===== src/rtl/core/positional_list_store_core_defines.svh =====
// assertion helpers for the positional list store
`ifndef POSITIONAL_LIST_STORE_CORE_DEFINES_SVH
`define POSITIONAL_LIST_STORE_CORE_DEFINES_SVH

// same-cycle implication, checked outside reset
`define PLSC_ASSERT_NOW(label, ante, cons) \
	label: assert property (@(posedge clk) disable iff (!arst_n) (ante) |-> (cons)) \
		else $error("plsc check failed");

// next-cycle implication, checked outside reset
`define PLSC_ASSERT_NEXT(label, ante, cons) \
	label: assert property (@(posedge clk) disable iff (!arst_n) (ante) |=> (cons)) \
		else $error("plsc check failed");

`endif


===== src/rtl/core/plsc_pkg.sv =====
package plsc_pkg;

	// default list depth
	localparam int PLSC_DEPTH = 16;

	// field widths
	localparam int CMD_W = 3;
	localparam int POS_W = 5;
	localparam int VAL_W = 32;
	localparam int ST_W  = 2;
	localparam int CNT_W = 5;

	// command codes
	localparam logic [CMD_W-1:0] CMD_INS_HEAD = 3'd0;
	localparam logic [CMD_W-1:0] CMD_INS_TAIL = 3'd1;
	localparam logic [CMD_W-1:0] CMD_INS_AT   = 3'd2;
	localparam logic [CMD_W-1:0] CMD_DEL_HEAD = 3'd3;
	localparam logic [CMD_W-1:0] CMD_DEL_TAIL = 3'd4;
	localparam logic [CMD_W-1:0] CMD_DEL_AT   = 3'd5;
	localparam logic [CMD_W-1:0] CMD_DUMP     = 3'd6;

	// status codes
	localparam logic [ST_W-1:0] ST_OK     = 2'd0;
	localparam logic [ST_W-1:0] ST_BADIDX = 2'd1;
	localparam logic [ST_W-1:0] ST_EMPTY  = 2'd2;
	localparam logic [ST_W-1:0] ST_FULL   = 2'd3;

	typedef struct packed {
		logic [CMD_W-1:0]        command;
		logic [POS_W-1:0]        position;
		logic signed [VAL_W-1:0] value;
	} request_t;

	typedef struct packed {
		logic [ST_W-1:0]         status;
		logic signed [VAL_W-1:0] entry_value;
		logic [CNT_W-1:0]        entry_count;
		logic                    last;
	} result_t;

endpackage


===== src/rtl/core/positional_list_store_core.sv =====
// positional list store: edits finish straight from idle when no entry moves, else
// they stay busy while n entries are shifted, one per cycle, n being the number moved
// a dump reads the entries through the registered memory and gives one result per cycle
// results leave a register; the receiver cannot stall
// reset clears the count and the sequencer; entry contents are left as they are
`include "positional_list_store_core_defines.svh"

module positional_list_store_core
	import plsc_pkg::*;
#(
	parameter int DEPTH = PLSC_DEPTH
) (
	input  logic     clk,
	input  logic     arst_n,
	input  logic     start,
	output logic     busy,
	input  request_t request,
	output logic     done,
	output result_t  result
);

	localparam int AW = (DEPTH > 1) ? $clog2(DEPTH) : 1;
	localparam int CW = $clog2(DEPTH + 1);
	localparam int PW = (CW > POS_W) ? CW : POS_W;

	localparam logic [1:0] S_IDLE  = 2'd0;
	localparam logic [1:0] S_SHIFT = 2'd1;
	localparam logic [1:0] S_DUMP  = 2'd2;

	logic [1:0]          state_q;
	logic [CW-1:0]       count_q;
	logic [AW-1:0]       rd_addr_q;
	logic [AW-1:0]       wr_addr_q;
	logic [CW-1:0]       rd_left_q;
	logic                pend_s1;
	logic                up_q;
	logic                ins_q;
	logic [AW-1:0]       pos_q;
	logic [VAL_W-1:0]    val_q;
	logic                done_q;
	result_t             result_q;

	logic [VAL_W-1:0]    mem [DEPTH];
	logic [VAL_W-1:0]    rdata_s1;
	logic                mem_we;
	logic [AW-1:0]       mem_waddr;
	logic [VAL_W-1:0]    mem_wdata;
	logic [AW-1:0]       mem_raddr;

	logic                accept;
	logic                c_ins;
	logic                c_del;
	logic [PW-1:0]       c_pos;
	logic [PW-1:0]       c_cnt;
	logic [ST_W-1:0]     c_status;
	logic [PW-1:0]       c_shift;
	logic                full;

	assign busy   = (state_q != S_IDLE);
	assign accept = start && !busy;
	assign done   = done_q;
	assign result = result_q;
	assign full   = (count_q == CW'(DEPTH));
	assign c_cnt  = PW'(count_q);

	// request decode: edit position, status and number of entries to move
	always_comb begin
		c_ins    = 1'b0;
		c_del    = 1'b0;
		c_pos    = '0;
		c_status = ST_OK;
		c_shift  = '0;
		case (request.command)
			CMD_INS_HEAD, CMD_INS_TAIL, CMD_INS_AT: begin
				c_ins = 1'b1;
				if (request.command == CMD_INS_TAIL) begin
					c_pos = c_cnt;
				end else if (request.command == CMD_INS_AT) begin
					c_pos = PW'(request.position);
				end
				if (c_pos > c_cnt) begin
					c_status = ST_BADIDX;
				end else if (full) begin
					c_status = ST_FULL;
				end
				c_shift = c_cnt - c_pos;
			end
			CMD_DEL_HEAD, CMD_DEL_TAIL, CMD_DEL_AT: begin
				c_del = 1'b1;
				if (request.command == CMD_DEL_TAIL) begin
					c_pos = c_cnt - PW'(1);
				end else if (request.command == CMD_DEL_AT) begin
					c_pos = PW'(request.position);
				end
				if (request.command == CMD_DEL_AT) begin
					if (c_pos >= c_cnt) begin
						c_status = ST_BADIDX;
					end
				end else if (count_q == '0) begin
					c_status = ST_EMPTY;
				end
				c_shift = c_cnt - PW'(1) - c_pos;
			end
			default: begin
			end
		endcase
	end

	// memory port selection
	always_comb begin
		mem_we    = 1'b0;
		mem_waddr = '0;
		mem_wdata = '0;
		mem_raddr = rd_addr_q;
		case (state_q)
			S_IDLE: begin
				if (accept && c_ins && c_status == ST_OK && c_shift == '0) begin
					mem_we    = 1'b1;
					mem_waddr = c_pos[AW-1:0];
					mem_wdata = request.value;
				end
			end
			S_SHIFT: begin
				if (pend_s1) begin
					mem_we    = 1'b1;
					mem_waddr = wr_addr_q;
					mem_wdata = rdata_s1;
				end else if (rd_left_q == '0 && ins_q) begin
					mem_we    = 1'b1;
					mem_waddr = pos_q;
					mem_wdata = val_q;
				end
			end
			default: begin
			end
		endcase
	end

	// entry memory, registered read
	always_ff @(posedge clk) begin
		if (mem_we) begin
			mem[mem_waddr] <= mem_wdata;
		end
		rdata_s1 <= mem[mem_raddr];
	end

	// sequencer
	always_ff @(posedge clk or negedge arst_n) begin
		if (!arst_n) begin
			state_q   <= S_IDLE;
			count_q   <= '0;
			rd_left_q <= '0;
			pend_s1   <= 1'b0;
			done_q    <= 1'b0;
		end else begin
			done_q <= 1'b0;
			case (state_q)
				S_IDLE: begin
					pend_s1 <= 1'b0;
					if (accept) begin
						if (c_ins || c_del) begin
							if (c_status != ST_OK || c_shift == '0) begin
								done_q <= 1'b1;
								if (c_status == ST_OK) begin
									count_q <= c_ins ? count_q + CW'(1) : count_q - CW'(1);
								end
							end else begin
								state_q   <= S_SHIFT;
								rd_left_q <= c_shift[CW-1:0];
							end
						end else if (request.command == CMD_DUMP) begin
							if (count_q == '0) begin
								done_q <= 1'b1;
							end else begin
								state_q   <= S_DUMP;
								rd_left_q <= count_q;
							end
						end
					end
				end
				S_SHIFT, S_DUMP: begin
					if (rd_left_q != '0) begin
						rd_left_q <= rd_left_q - CW'(1);
						pend_s1   <= 1'b1;
					end else begin
						pend_s1 <= 1'b0;
					end
					if (state_q == S_DUMP && pend_s1) begin
						done_q <= 1'b1;
					end
					if (rd_left_q == '0 && !pend_s1) begin
						state_q <= S_IDLE;
						if (state_q == S_SHIFT) begin
							done_q  <= 1'b1;
							count_q <= ins_q ? count_q + CW'(1) : count_q - CW'(1);
						end
					end
				end
				default: begin
					state_q <= S_IDLE;
				end
			endcase
		end
	end

	// walk addresses and request payload
	always_ff @(posedge clk) begin
		if (accept) begin
			ins_q <= c_ins;
			pos_q <= c_pos[AW-1:0];
			val_q <= request.value;
			if (c_ins) begin
				up_q      <= 1'b0;
				rd_addr_q <= AW'(count_q - CW'(1));
				wr_addr_q <= AW'(count_q);
			end else if (c_del) begin
				up_q      <= 1'b1;
				rd_addr_q <= AW'(c_pos + PW'(1));
				wr_addr_q <= c_pos[AW-1:0];
			end else begin
				up_q      <= 1'b1;
				rd_addr_q <= '0;
				wr_addr_q <= '0;
			end
		end else if (busy) begin
			if (rd_left_q != '0) begin
				rd_addr_q <= up_q ? rd_addr_q + AW'(1) : rd_addr_q - AW'(1);
			end
			if (pend_s1) begin
				wr_addr_q <= up_q ? wr_addr_q + AW'(1) : wr_addr_q - AW'(1);
			end
		end
	end

	// result register
	always_ff @(posedge clk) begin
		if (state_q == S_IDLE) begin
			result_q.entry_value <= '0;
			result_q.last        <= 1'b1;
			if (c_ins || c_del) begin
				result_q.status <= c_status;
				if (c_status == ST_OK) begin
					result_q.entry_count <= CNT_W'(c_ins ? count_q + CW'(1)
						: count_q - CW'(1));
				end else begin
					result_q.entry_count <= CNT_W'(count_q);
				end
			end else begin
				result_q.status      <= ST_EMPTY;
				result_q.entry_count <= CNT_W'(count_q);
			end
		end else if (state_q == S_DUMP) begin
			result_q.status      <= ST_OK;
			result_q.entry_value <= rdata_s1;
			result_q.entry_count <= CNT_W'(count_q);
			result_q.last        <= (rd_left_q == '0);
		end else begin
			result_q.status      <= ST_OK;
			result_q.entry_value <= '0;
			result_q.entry_count <= CNT_W'(ins_q ? count_q + CW'(1) : count_q - CW'(1));
			result_q.last        <= 1'b1;
		end
	end

	// checks
	`PLSC_ASSERT_NOW(a_count_bound, 1'b1, count_q <= CW'(DEPTH))
	`PLSC_ASSERT_NOW(a_full_status, done_q && result_q.status == ST_FULL, full)
	`PLSC_ASSERT_NOW(a_no_result_in_shift, state_q == S_SHIFT, !done_q)
	`PLSC_ASSERT_NOW(a_pend_when_busy, pend_s1, busy)
	`PLSC_ASSERT_NEXT(a_shift_keeps_count, state_q == S_SHIFT && (rd_left_q != '0 || pend_s1),
		count_q == $past(count_q))

endmodule

===== config.mk =====
export PLATFORM = sky130hd
export DESIGN_NAME = positional_list_store_core
export DESIGN_NICKNAME = d
export VERILOG_FILES = /design/src/rtl/core/plsc_pkg.sv /design/src/rtl/core/positional_list_store_core.sv
export VERILOG_INCLUDE_DIRS = /design/src /design/src/rtl/core
export SDC_FILE = /design/constraint.sdc
export NUM_CORES = 1
export LEC_CHECK = 0
export BUFFER_PORTS_ARGS = -buffer_cell sky130_fd_sc_hd__buf_4
export CORE_ASPECT_RATIO = 1.1
export CORE_UTILIZATION = 65
export CTS_CLUSTER_DIAMETER = 60
export DETAILED_ROUTE_END_ITERATION = 6
export PLACE_DENSITY = 0.81
export SYNTH_ARGS = -nofsm -noshare
export SYNTH_HDL_FRONTEND = slang
export SYNTH_SLANG_ARGS = --single-unit
export TNS_END_PERCENT = 50

===== constraint.sdc =====
create_clock -name clk -period 9.7 [get_ports clk]
set_clock_uncertainty 0.05 [all_clocks]
set_input_delay 1.94 -clock clk [delete_from_list [all_inputs] [get_ports clk]]
set_output_delay 1.94 -clock clk [all_outputs]
set_load 0.02 [all_outputs]

# Word-level counts from Yosys, hierarchy flattened
# Memory sizes are Yosys's and may differ from the RTL's. A register that Yosys moved wholly into a read port is not among the register bits.
# Index checks and enable logic that the tools add are counted.
# totals
rom_bits	0
regBits	100
latch_bits	0
mem_count	1
ramBits	512
out_inout_bits	42
# memory_table
memory	depth	word_bits	rd	rd_clocked_by_memory_dff	write_ports	line_no	source
mem	16	32	1	1	1	positional_list_store_core.sv:43	logic [VAL_W-1:0] mem [DEPTH];
# classes
bitwise	1
n_shift	0
n_eq_ne	18
mul	0
add_sub_neg	10
div	0
n_reduce_logical	33
magnitude_cmp	2
mux	81
# ops
operator	count
5-bit 2-to-1 mux	21
32-bit 2-to-1 mux	3
32-bit case mux with 2 select lines	1
4-bit 2-to-1 mux	15
40-bit 2-to-1 mux	1
38-bit 2-to-1 mux	1
5-bit case mux with 2 select lines	3
2-bit 2-to-1 mux	11
1-bit 2-to-1 mux	18
4-bit case mux with 2 select lines	2
5-bit zero test	3
4-bit by 1-bit adder with 4-bit output, second input constant	3
6-bit AND reduction	2
2-bit nonzero test	6
2-bit != test, second input constant	5
5-bit by 1-bit subtractor with 5-bit output, second input constant	2
5-bit subtractor	2
3-bit == test, second input constant	3
2-bit case mux with 2 select lines	2
4-bit by 1-bit subtractor with 4-bit output, second input constant	2
1-bit logical AND	7
3-bit by 2-bit == test with 1-bit output, second input constant	2
3-bit by 2-bit != test with 1-bit output, second input constant	2
1-bit case mux with 2 select lines	3
other kinds (19)	25

# Longest topological paths before layout
# Gate-level depths: netlist of the first run.
# depth
depth_word	15
depth_mapped	16
mapped_depth_nobuf	14

# Least setup slack after synthesis of the first run
# No wires, ideal clock.
# synth_path
kind	input port to flip-flop
startpoint	input request[37] in the netlist's numbering
endpoint	memory mem[0][0], enable pin
setup_slack_ns	2.655
required_time_ns	9.229
path_stages	15
path_buffers	4
arrival_ns	6.574
setup_ns	0.421
cell_sequence	clkbuf_1 clkbuf_1 buf_1 nand3b_1 a21o_1 inv_1 fa_1 xnor2_1 or4b_1 a32o_2 nor4_4 buf_2 and3_1 o211ai_2 nor2_1
# synth_via
elab_chain_len	15
elab_cells_between_ends	36
cone_classes	2 x add/sub; 2 x order compare; 5 x eq/ne; 19 x mux; 8 x reduce/logical
# synth_rtl
item	line_no	source
start, declared	positional_list_store_core.sv:17	input request_t request,
3-bit == test	positional_list_store_core.sv:73, positional_list_store_core.sv:92, positional_list_store_core.sv:95	
5-bit 2-to-1 mux	positional_list_store_core.sv:92	end else if (request.command == CMD_DEL_AT) begin
5-bit 2-to-1 mux	positional_list_store_core.sv:90	if (request.command == CMD_DEL_TAIL) begin
5-bit 2-to-1 mux	positional_list_store_core.sv:73	case (request.command)
5-bit greater-or-equal comparator	positional_list_store_core.sv:96	if (c_pos >= c_cnt) begin
1-bit 2-to-1 mux	positional_list_store_core.sv:96	
2-bit 2-to-1 mux	positional_list_store_core.sv:95	if (request.command == CMD_DEL_AT) begin
2-bit case mux with 2 select lines	positional_list_store_core.sv:73	
2-bit zero test	positional_list_store_core.sv:117	if (accept && c_ins && c_status == ST_OK && c_shift == '0) begin
1-bit logical AND (2 in series)	positional_list_store_core.sv:117	
1-bit 2-to-1 mux	positional_list_store_core.sv:117	
1-bit case mux with 2 select lines	positional_list_store_core.sv:115	case (state_q)
1-bit 2-to-1 mux	positional_list_store_core.sv:141	if (mem_we) begin
1-bit 2-to-1 mux (not written as such)	positional_list_store_core.sv:142	mem[mem_waddr] <= mem_wdata;
end, declared	positional_list_store_core.sv:43	
# Parallel ways exist; a longest one is shown, timed or not. The select of a mux whose other input is x is not followed.

# Final worst setup path of the first run
# layout_path
startpoint	input request[37] in the netlist's numbering
endpoint	memory mem[5][11], enable pin
# The elaborated chain is that of the path after synthesis.

==> key figures, run 1 <==
Run status
  • Status: completed

Critical path
  • Worst setup path endpoint: mem[5][11]
  • Crit path kind: primary input to register
  • R2R setup slack: ~3.0 ns
  • Critical path depth in cells: 13
  • Worst setup SP type: primary input
  • Critical path endpoint category: register
  • Worst path slowest cell: nor2_4
  • Crit path top cell by count: buf_4
  • R2r startpoint: c_cnt[1]
  • Critical path buffers and inverters: 2
  • CP Max Fanout: 41
  • Worst r2r path cells: 15
  • Crit-path cells: buf_4 -> and3b_1 -> o21ai_0 -> ha_1 -> or2_1 -> o22ai_1 -> or4b_1 -> a32o_2 -> nor4_4 -> buf_4 -> a21oi_1 -> nand2b_1 -> nor2_4
  • Worst EP arrival: between 6 and 7 ns
  • R2r endpoint: mem[5][11]
  • Critical path required time: approximately 10 ns
  • Critical path startpoint: request[37]
  • CP delay by family, top: simple AND/OR/NAND/NOR gates
  • CP peak stage delay: approximately 1.2 ns

Yosys
  • Yosys cell types: 74
  • Largest cells by area after synthesis: edfxtp_1 65%, mux4_2 14%, dfxtp_1 5.6%
  • Top-count cell post-synth: edfxtp_1
  • Yosys top cell area share: 0.650
  • Prevailing post-synth register cell: edfxtp_1
  • Ys Warns: 0
  • EDFF count, synth: ~560
  • Register area share after synthesis: 0.720
  • Most instantiated cells after synthesis: 558 x edfxtp_1, 160 x mux4_2, 72 x dfxtp_1, 71 x a22o_1, 54 x clkbuf_1
  • Asr flop ratio synth: 0.0217
  • Synthesized area per cell: around 19 µm²
  • FF+latch count, synth: roughly 640
  • Mapped Nets: approximately 1400
  • Synthesized cell area: 25800 µm²
  • Area leader, netlist: edfxtp_1
  • Mapped Cells: between 1000 and 1500

Power
  • Clock network power share: 0.260
  • Cell leakage power: slightly below 10 nW
  • Part of the power in combinational logic: 0.335
  • Power per cell area: around 320 nW/µm²
  • Psw: approximately 3 mW
  • Sw Share: 0.323
  • Flop pwr share: 0.405
  • Internal: between 6 and 7 mW
  • Peak VDD IR: 323 µV
  • Total power: a little over 9 mW

Placed design
  • Routability cong.: approximately 0.94
  • Port bufs: 84
  • DP Wirelength: 33.4 mm
  • Post-Place Cells: ~1900

CTS
  • Maximum buffer depth of the clock tree: 3
  • Num CTS Buffers: between 50 and 60
  • H-tree levels: 2
  • Worst-path clk slew: 0.06 ns
  • Cts repair resizes: 0
  • CTS tree: yes
  • Hold-fix buffers, CTS: 0
  • CTS sink cnt: 644
  • Clk_lat worst skew: 0.61 ns
  • Postcts setup bufs: 0
  • CTS root buf: clkbuf_16

Detailed routing
  • DRC viols: 0
  • DR pass1 iterations: 6
  • Via density: between 6 and 7
  • Starting DRT DRC Count: about 1400
  • Detail Route Antenna Nets: 0
  • Final WL: 63.5 mm
  • Routed WL per cell: 31.6 µm
  • Vias: between 10000 and 15000

Finish
  • Antenna cells: 0
  • Area delta synth->final: 12.7%
  • Non-Filler Instances: between 2000 and 2500
  • Fraction of layout cells with a size suffix above 1: 0.261
  • Layout net count: roughly 1500

Timing
  • Max Freq: approximately 150 MHz
  • Final Cycle Share: 0.692
  • Slew Limit Fails: 0
  • Fin Setup TNS: 0 ns
  • Final min period: about 6.7 ns
  • Unrepaired setup endpoints after global routing: no
  • Measured slew at the worst slew-check pin: 1.37 ns
  • Max transition margin: 0.0826
  • Final setup fails: 0
  • Count of final hold-check violations: 0

Global route
  • GRT Overall Usage: 0.328
  • Vias in the first global route: 14473
  • Global-route wire length before repair: approximately 94 mm
  • Largest net degree at the start of global routing: roughly 130
  • Gr ovfl total: 0
  • Antenna violations before repair: 0

Floorplanning
  • Initial Utilization: 0.659
  • Number of core rows: 76
  • Core area: ~40000 µm²
  • Die area: ~40000 µm²
  • Num ports: 85
  • Die Width: 192 µm
  • Die H: about 210 µm

Worst hold path
  • HP Class: register to register

Job
  • MaxCap Viol Count: 0
==> sequential cells by signal, indices dropped and copies added (netlist names), 2 cells and up <==
| name | count |
|---|---|
| c_cnt | 5 |
| mem | 512 |
| mem_raddr | 4 |
| pos_q | 4 |
| rd_left_q | 5 |
| rdata_s1 | 32 |
| result | 40 |
| state_q | 2 |
| val_q | 32 |
| wr_addr_q | 4 |
==> worst reg2reg max path, delay by kind of cell, from the launching register on <==
| kind | cells | cell delay, ns |
|---|---|---|
| DFF | 1 | 0.63 |
| buffers and inverters | 4 | 1.24 |
| and+or+nand+nor | 5 | 2.22 |
| adders and majority gates | 2 | 0.93 |
| AOI/OAI and AO/OA | 4 | 1.17 |
==> final cells by class <==
type | count | area, µm²
flip-flops and latches | 644 | 18500
fillers | 2125 | 10000
multi-input cells | 616 | 6950
clock buffers | 80 | 1640
repair buffers | 104 | 793
well taps | 507 | 634
clock inverters | 31 | 374
inverters | 28 | 105
==> metrics by stage <==
step | setup slack [ns] | utilization | area, µm² | hold WS, ns
2_1_floorplan | 2.65 | - | 25800 | 0.380
3_3_place_gp | 2.77 | 0.692 | 27000 | 0.385
3_5_place_dp | 2.60 | 0.692 | 27000 | 0.392
4_1_cts | 3.11 | 0.743 | 29000 | 0.407
5_1_grt | 2.77 | 0.743 | 29000 | 0.429
6_report | 2.99 | 0.743 | 29000 | 0.411
==> cell families after synthesis <==
| family | count (synthesis) | synth area share |
|---|---|---|
| buffers and inverters | 105 | 0.0156 |
| AO/OA/AOI/OAI | 193 | 0.0563 |
| XOR/XNOR | 25 | 0.00850 |
| flip-flops | 644 | 0.720 |
| AND/OR/NAND/NOR | 199 | 0.0406 |
| adder cells (fa/ha/maj) | 32 | 0.0167 |
| multiplexers | 167 | 0.143 |
==> placed cells by master (no fill, tap or decap), types with 3 or more instances in the layout <==
cell       netlist  final
clkbuf_16        0     61
mux4_2         160    160
nor3_1           3      3
xnor2_1         20     20
fa_1             4      4
o22ai_1          5      5
o221ai_1         5      5
a22oi_1          4      4
clkbuf_1        54     15
inv_1           25     25
a31oi_1          3      3
and2_1          36     36
inv_2            3      3
nor2_4           0     16
buf_4            0    103
nand3_1          8      8
ha_1            28     27
a21oi_1         38     38
nand2b_1        14     14
clkinv_1         0      7
dfxtp_1         72     72
bufinv_16        0      8
dfrtp_1         14     13
clkinv_2         0     10
mux2i_1          6      6
a21o_1           8      8
nor2b_1          8      8
nand2_1         53     53
o21ai_2          3      3
a211oi_1         4      4
edfxtp_1       558    558
nand3b_1         5      5
o21ai_0         20     20
a22o_1          71     71
xor2_1           5      5
nor2_1          48     32
o21a_1           3      3
clkbuf_8         0      4
==> worst min-delay path by stage <==
| stage | from | end | slack [ns] | depth (start not counted) |
|---|---|---|---|---|
| after floorplan | rdata_s1[6] | result[12] | 0.38 | 1 |
| after global placement | rdata_s1[14] | result[20] | 0.39 | 1 |
| after detailed placement | rdata_s1[21] | result[27] | 0.39 | 1 |
| after CTS | rdata_s1[18] | result[24] | 0.41 | 1 |
| after global routing | rdata_s1[16] | result[22] | 0.43 | 1 |
| final | rdata_s1[18] | result[24] | 0.41 | 1 |
==> power groups by stage <==
| stage | Clock, mW | Sequential (mW) | Combinational, mW |
|---|---|---|---|
| 2_1_floorplan | 0 | 3.76 | 2.15 |
| 3_3_place_gp | 0 | 3.78 | 2.97 |
| 3_5_place_dp | 0 | 3.79 | 3.03 |
| 4_1_cts | 2.42 | 3.75 | 3.10 |
| 5_1_grt | 2.53 | 3.78 | 3.29 |
| 6_report | 2.40 | 3.76 | 3.10 |
==> layer usage <==
| layer | track usage | routed length [µm] | part of all wire |
|---|---|---|---|
| met4 | 0.141 | 2600 | 0.041 |
| met3 | 0.0523 | 5450 | 0.086 |
| met2 | 0.554 | 33300 | 0.52 |
| met1 | 0.425 | 22200 | 0.35 |
| met5 | 0 | 0 | 0 |
Power figures use the tool's default switching activity.
==> inputs of run 2 (changes only) <==
--- a/config.mk
+++ b/config.mk
@@ -6,12 +6,13 @@
 export SDC_FILE = /design/constraint.sdc
 export NUM_CORES = 1
 export LEC_CHECK = 0
+export ABC_AREA = 1
 export BUFFER_PORTS_ARGS = -buffer_cell sky130_fd_sc_hd__buf_4
 export CORE_ASPECT_RATIO = 1.1
-export CORE_UTILIZATION = 65
+export CORE_UTILIZATION = 62
 export CTS_CLUSTER_DIAMETER = 60
 export DETAILED_ROUTE_END_ITERATION = 6
-export PLACE_DENSITY = 0.81
+export PLACE_DENSITY = 0.78
 export SYNTH_ARGS = -nofsm -noshare
 export SYNTH_HDL_FRONTEND = slang
 export SYNTH_SLANG_ARGS = --single-unit
==> constraint.sdc (replaced) <==
create_clock -name clk -period 6.4 [get_ports clk]
set_clock_uncertainty 0.05 [all_clocks]
set_input_delay 1.28 -clock clk [delete_from_list [all_inputs] [get_ports clk]]
set_output_delay 1.28 -clock clk [all_outputs]
set_load 0.02 [all_outputs]
==> run 2 against run 1 <==
Compared with the run above:
- sequential power rose by 55%
- global-route usage fell by 2.8 points
- critical path depth rose by 5
- largest cell class unchanged
- largest power group unchanged
==> key figures, run 2 <==
Critical path
  • R2r startpoint: c_cnt[1]
  • Worst setup SP type: register
  • Worst path slowest cell: nor2_4
  • CP peak stage delay: 0.58 ns (-0.57 ns)
  • CP Max Fanout: 18 (-56%)
  • Critical path endpoint category: register
  • R2R setup slack: 1.02 ns (-2.00 ns)
  • Crit path kind: register to register
  • Worst r2r path cells: 18 (+3)
  • Worst EP arrival: 5.62 ns (-1.25 ns)
  • R2r endpoint: mem[5][12]
  • Crit-path cells: clkinv_1 -> ha_1 -> xnor2_1 -> o22ai_1 -> inv_1 -> ha_1 -> a21oi_1 -> nand3b_1 -> nand3_1 -> nand2_1 -> nor2_2 -> nand3_2 -> nor2_8 -> a21oi_2 -> inv_2 -> nand2_1 -> nor2_4 -> buf_4
  • Critical path startpoint: c_cnt[1]
  • Critical path required time: 6.64 ns (-3.22 ns)

Placed design
  • Routability cong.: 0.899 (-4.2%)
  • Placed Instance Area: 28000 µm² (+3.6%)
  • Port bufs: 84 (unchanged)
  • DP Wirelength: 37.5 mm (+12%)
  • Post-Place Cells: 2690 (+42%)

Detailed routing
  • DR pass1 iterations: 6 (unchanged)
  • Final WL: 64.6 mm (+1.8%)
  • Starting DRT DRC Count: 1940 (+42%)
  • Detail Route Antenna Nets: 0 (unchanged)
  • DRC viols: 0 (unchanged)
  • Via density: 6.17 (-11%)
  • Routed WL per cell: 23.1 µm (-27%)
  • Vias: 17308 (+24%)

Yosys
  • FF+latch count, synth: 644 (unchanged)
  • Ys Warns: 0 (unchanged)
  • Mapped Cells: 2117 (+55%)
  • Largest cells by area after synthesis: edfxtp_1 63%, dfxtp_1 5.4%, o21ai_0 5.1%
  • Prevailing post-synth register cell: edfxtp_1
  • Yosys top cell area share: 0.628 (-0.0223)
  • Synthesized cell area: 26700 µm² (+3.5%)
  • Top-count cell post-synth: edfxtp_1
  • Area leader, netlist: edfxtp_1
  • Yosys cell types: 45 (-39%)
  • Asr flop ratio synth: 0.0217 (unchanged)
  • Most instantiated cells after synthesis: 558 x edfxtp_1, 274 x o21ai_0, 216 x inv_1, 198 x nand2_1, 176 x a21oi_1
  • Register area share after synthesis: 0.695 (-0.0246)
  • Mapped Nets: 2192 (+52%)
  • Synthesized area per cell: 12.6 µm² (-33%)
  • EDFF count, synth: 558 (unchanged)

Timing
  • Unrepaired setup endpoints after global routing: no
  • Max transition margin: 0.144 (+0.0618)
  • Final Cycle Share: 0.841
  • Final setup fails: 0 (unchanged)
  • Max Freq: approximately 190 MHz
  • Fin Setup TNS: 0 ns (unchanged)
  • Final min period: 5.38 ns
  • Slew Limit Fails: 0 (unchanged)
  • Count of final hold-check violations: 0 (unchanged)
  • Measured slew at the worst slew-check pin: 1.27 ns (-0.0981 ns)

Floorplanning
  • Die H: 220 µm (+4.2%)
  • Number of core rows: 79 (+3.9%)
  • Num ports: 85 (unchanged)
  • Die area: 43900 µm² (+8.5%)
  • Initial Utilization: 0.629 (-0.0301)
  • Core area: 42400 µm² (+8.5%)
  • Die Width: 200 µm (+4.1%)

Power
  • Power per cell area: 483 nW/µm² (+52%)
  • Peak VDD IR: 326 µV (+0.69%)
  • Cell leakage power: 11.4 nW (+16%)

Finish
  • Top reg by flops: mem
  • Commonest non-fill, non-tap cells in the layout: 558 x edfxtp_1, 249 x o21ai_0, 215 x inv_1, 198 x nand2_1, 176 x a21oi_1
  • Area delta synth->final: 12.4%
  • Largest register FFs: 512 (unchanged)
  • Fraction of layout cells with a size suffix above 1: 0.121 (-0.140)
  • Antenna cells: 0 (unchanged)
  • Most common cell after layout, fill and taps aside: edfxtp_1
  • Non-Filler Instances: 2804 (+40%)
  • Design Area, Final: 30000 µm² (+3.2%)
  • Layout net count: 2261 (+48%)

Global route
  • Gr ovfl total: 0 (unchanged)
  • Vias in the first global route: 16825 (+16%)
  • Largest net degree at the start of global routing: 166 (+29%)
  • Antenna violations before repair: 0 (unchanged)
  • GRT Overall Usage: 0.300 (-0.0277)
  • Global-route wire length before repair: 97.6 mm (+4.0%)

Job
  • MaxCap Viol Count: 0 (unchanged)

Worst hold path
  • Hold Startpoint: rdata_s1[0]
  • Hold path endpoint: result[6]
  • HP Class: register to register
  • Cell count of the worst hold path: 2 (+1)

CTS
  • Hold-fix buffers, CTS: 0 (unchanged)
  • Maximum buffer depth of the clock tree: 3 (unchanged)
  • CTS tree: yes
  • Postcts setup bufs: 0 (unchanged)
  • Clk_lat worst skew: 0.65 ns (+0.04 ns)
  • CTS sink cnt: 644 (unchanged)
  • Num CTS Buffers: 61 (+3.4%)
  • Cts repair resizes: 0 (unchanged)
  • Worst-path clk slew: 0.06 ns (about the same)
  • H-tree levels: 2 (unchanged)
  • CTS root buf: clkbuf_16

Run status
  • Status: completed
## run 2: metal layers
| metal | part of all wire | vias to the layer above | wire length, µm | track usage |
|---|---|---|---|---|
| li1 | - | 7804 | - | - |
| met4 | 0.026 | 0 | 1650 | 0.0944 |
| met1 | 0.40 | 8486 | 26100 | 0.418 |
| met5 | 0 | - | 0 | 0 |
| met2 | 0.48 | 896 | 31200 | 0.486 |
| met3 | 0.089 | 122 | 5760 | 0.0500 |
## run 2: worst max-delay path, delay by kind of cell (launching register included)
kind | cells | cell delay, ns
xor+xnor | 1 | 0.48
simple gates | 8 | 1.63
compound gates | 3 | 0.60
flops | 1 | 0.45
buf+inv | 4 | 1.10
fa+ha+maj | 2 | 0.68
## run 2: cell type report
| class | instances | area, µm² |
|---|---|---|
| fill | 2812 | 12400 |
| clock inverter | 36 | 310 |
| multi-input combinational | 1119 | 6880 |
| timing repair buffer | 130 | 1010 |
| clock buffer | 78 | 1660 |
| inverter | 230 | 865 |
| tap | 567 | 709 |
| sequential | 644 | 18500 |
## run 2: power breakdown
group	total [mW]	leakage [nW]	internal [mW]	switching, mW
registers	5.81	5.95	5.57	0.240
clock network	3.55	0.980	2.00	1.55
logic	5.13	4.48	1.53	3.60
## run 2: logic make-up after synthesis
family	Yosys count	share of synthesized area
xor gates and xnor gates	17	0.00558
muxes	129	0.0484
DFF	644	0.695
adders and majority gates	32	0.0161
buffers and inverters	354	0.0520
and+or+nand+nor	327	0.0526
AOI/OAI and AO/OA	614	0.130
## run 2: stage by stage
| stage | power [mW] | hold slack [ns] | utilization | setup WS (ns) |
|---|---|---|---|---|
| finish | 14.5 | 0.371 | 0.707 | 1.02 |
| global route | 15.2 | 0.386 | 0.707 | 0.747 |
| CTS | 14.5 | 0.370 | 0.707 | 1.11 |
| detailed placement | 10.9 | 0.361 | 0.661 | 0.981 |
| global placement | 10.8 | 0.361 | 0.661 | 1.05 |
| floorplan | 9.24 | 0.354 | - | 1.18 |
## run 2: worst max-delay path by stage
| stage | cells past startpoint | slack, ns | endpoint |
|---|---|---|---|
| after floorplan | 17 | 1.18 | mem[4][0] |
| after global placement | 19 | 1.05 | mem[5][18] |
| after detailed placement | 18 | 0.98 | mem[5][31] |
| after CTS | 18 | 1.11 | mem[5][12] |
| after global routing | 18 | 0.75 | mem[5][3] |
| final | 18 | 1.02 | mem[5][12] |
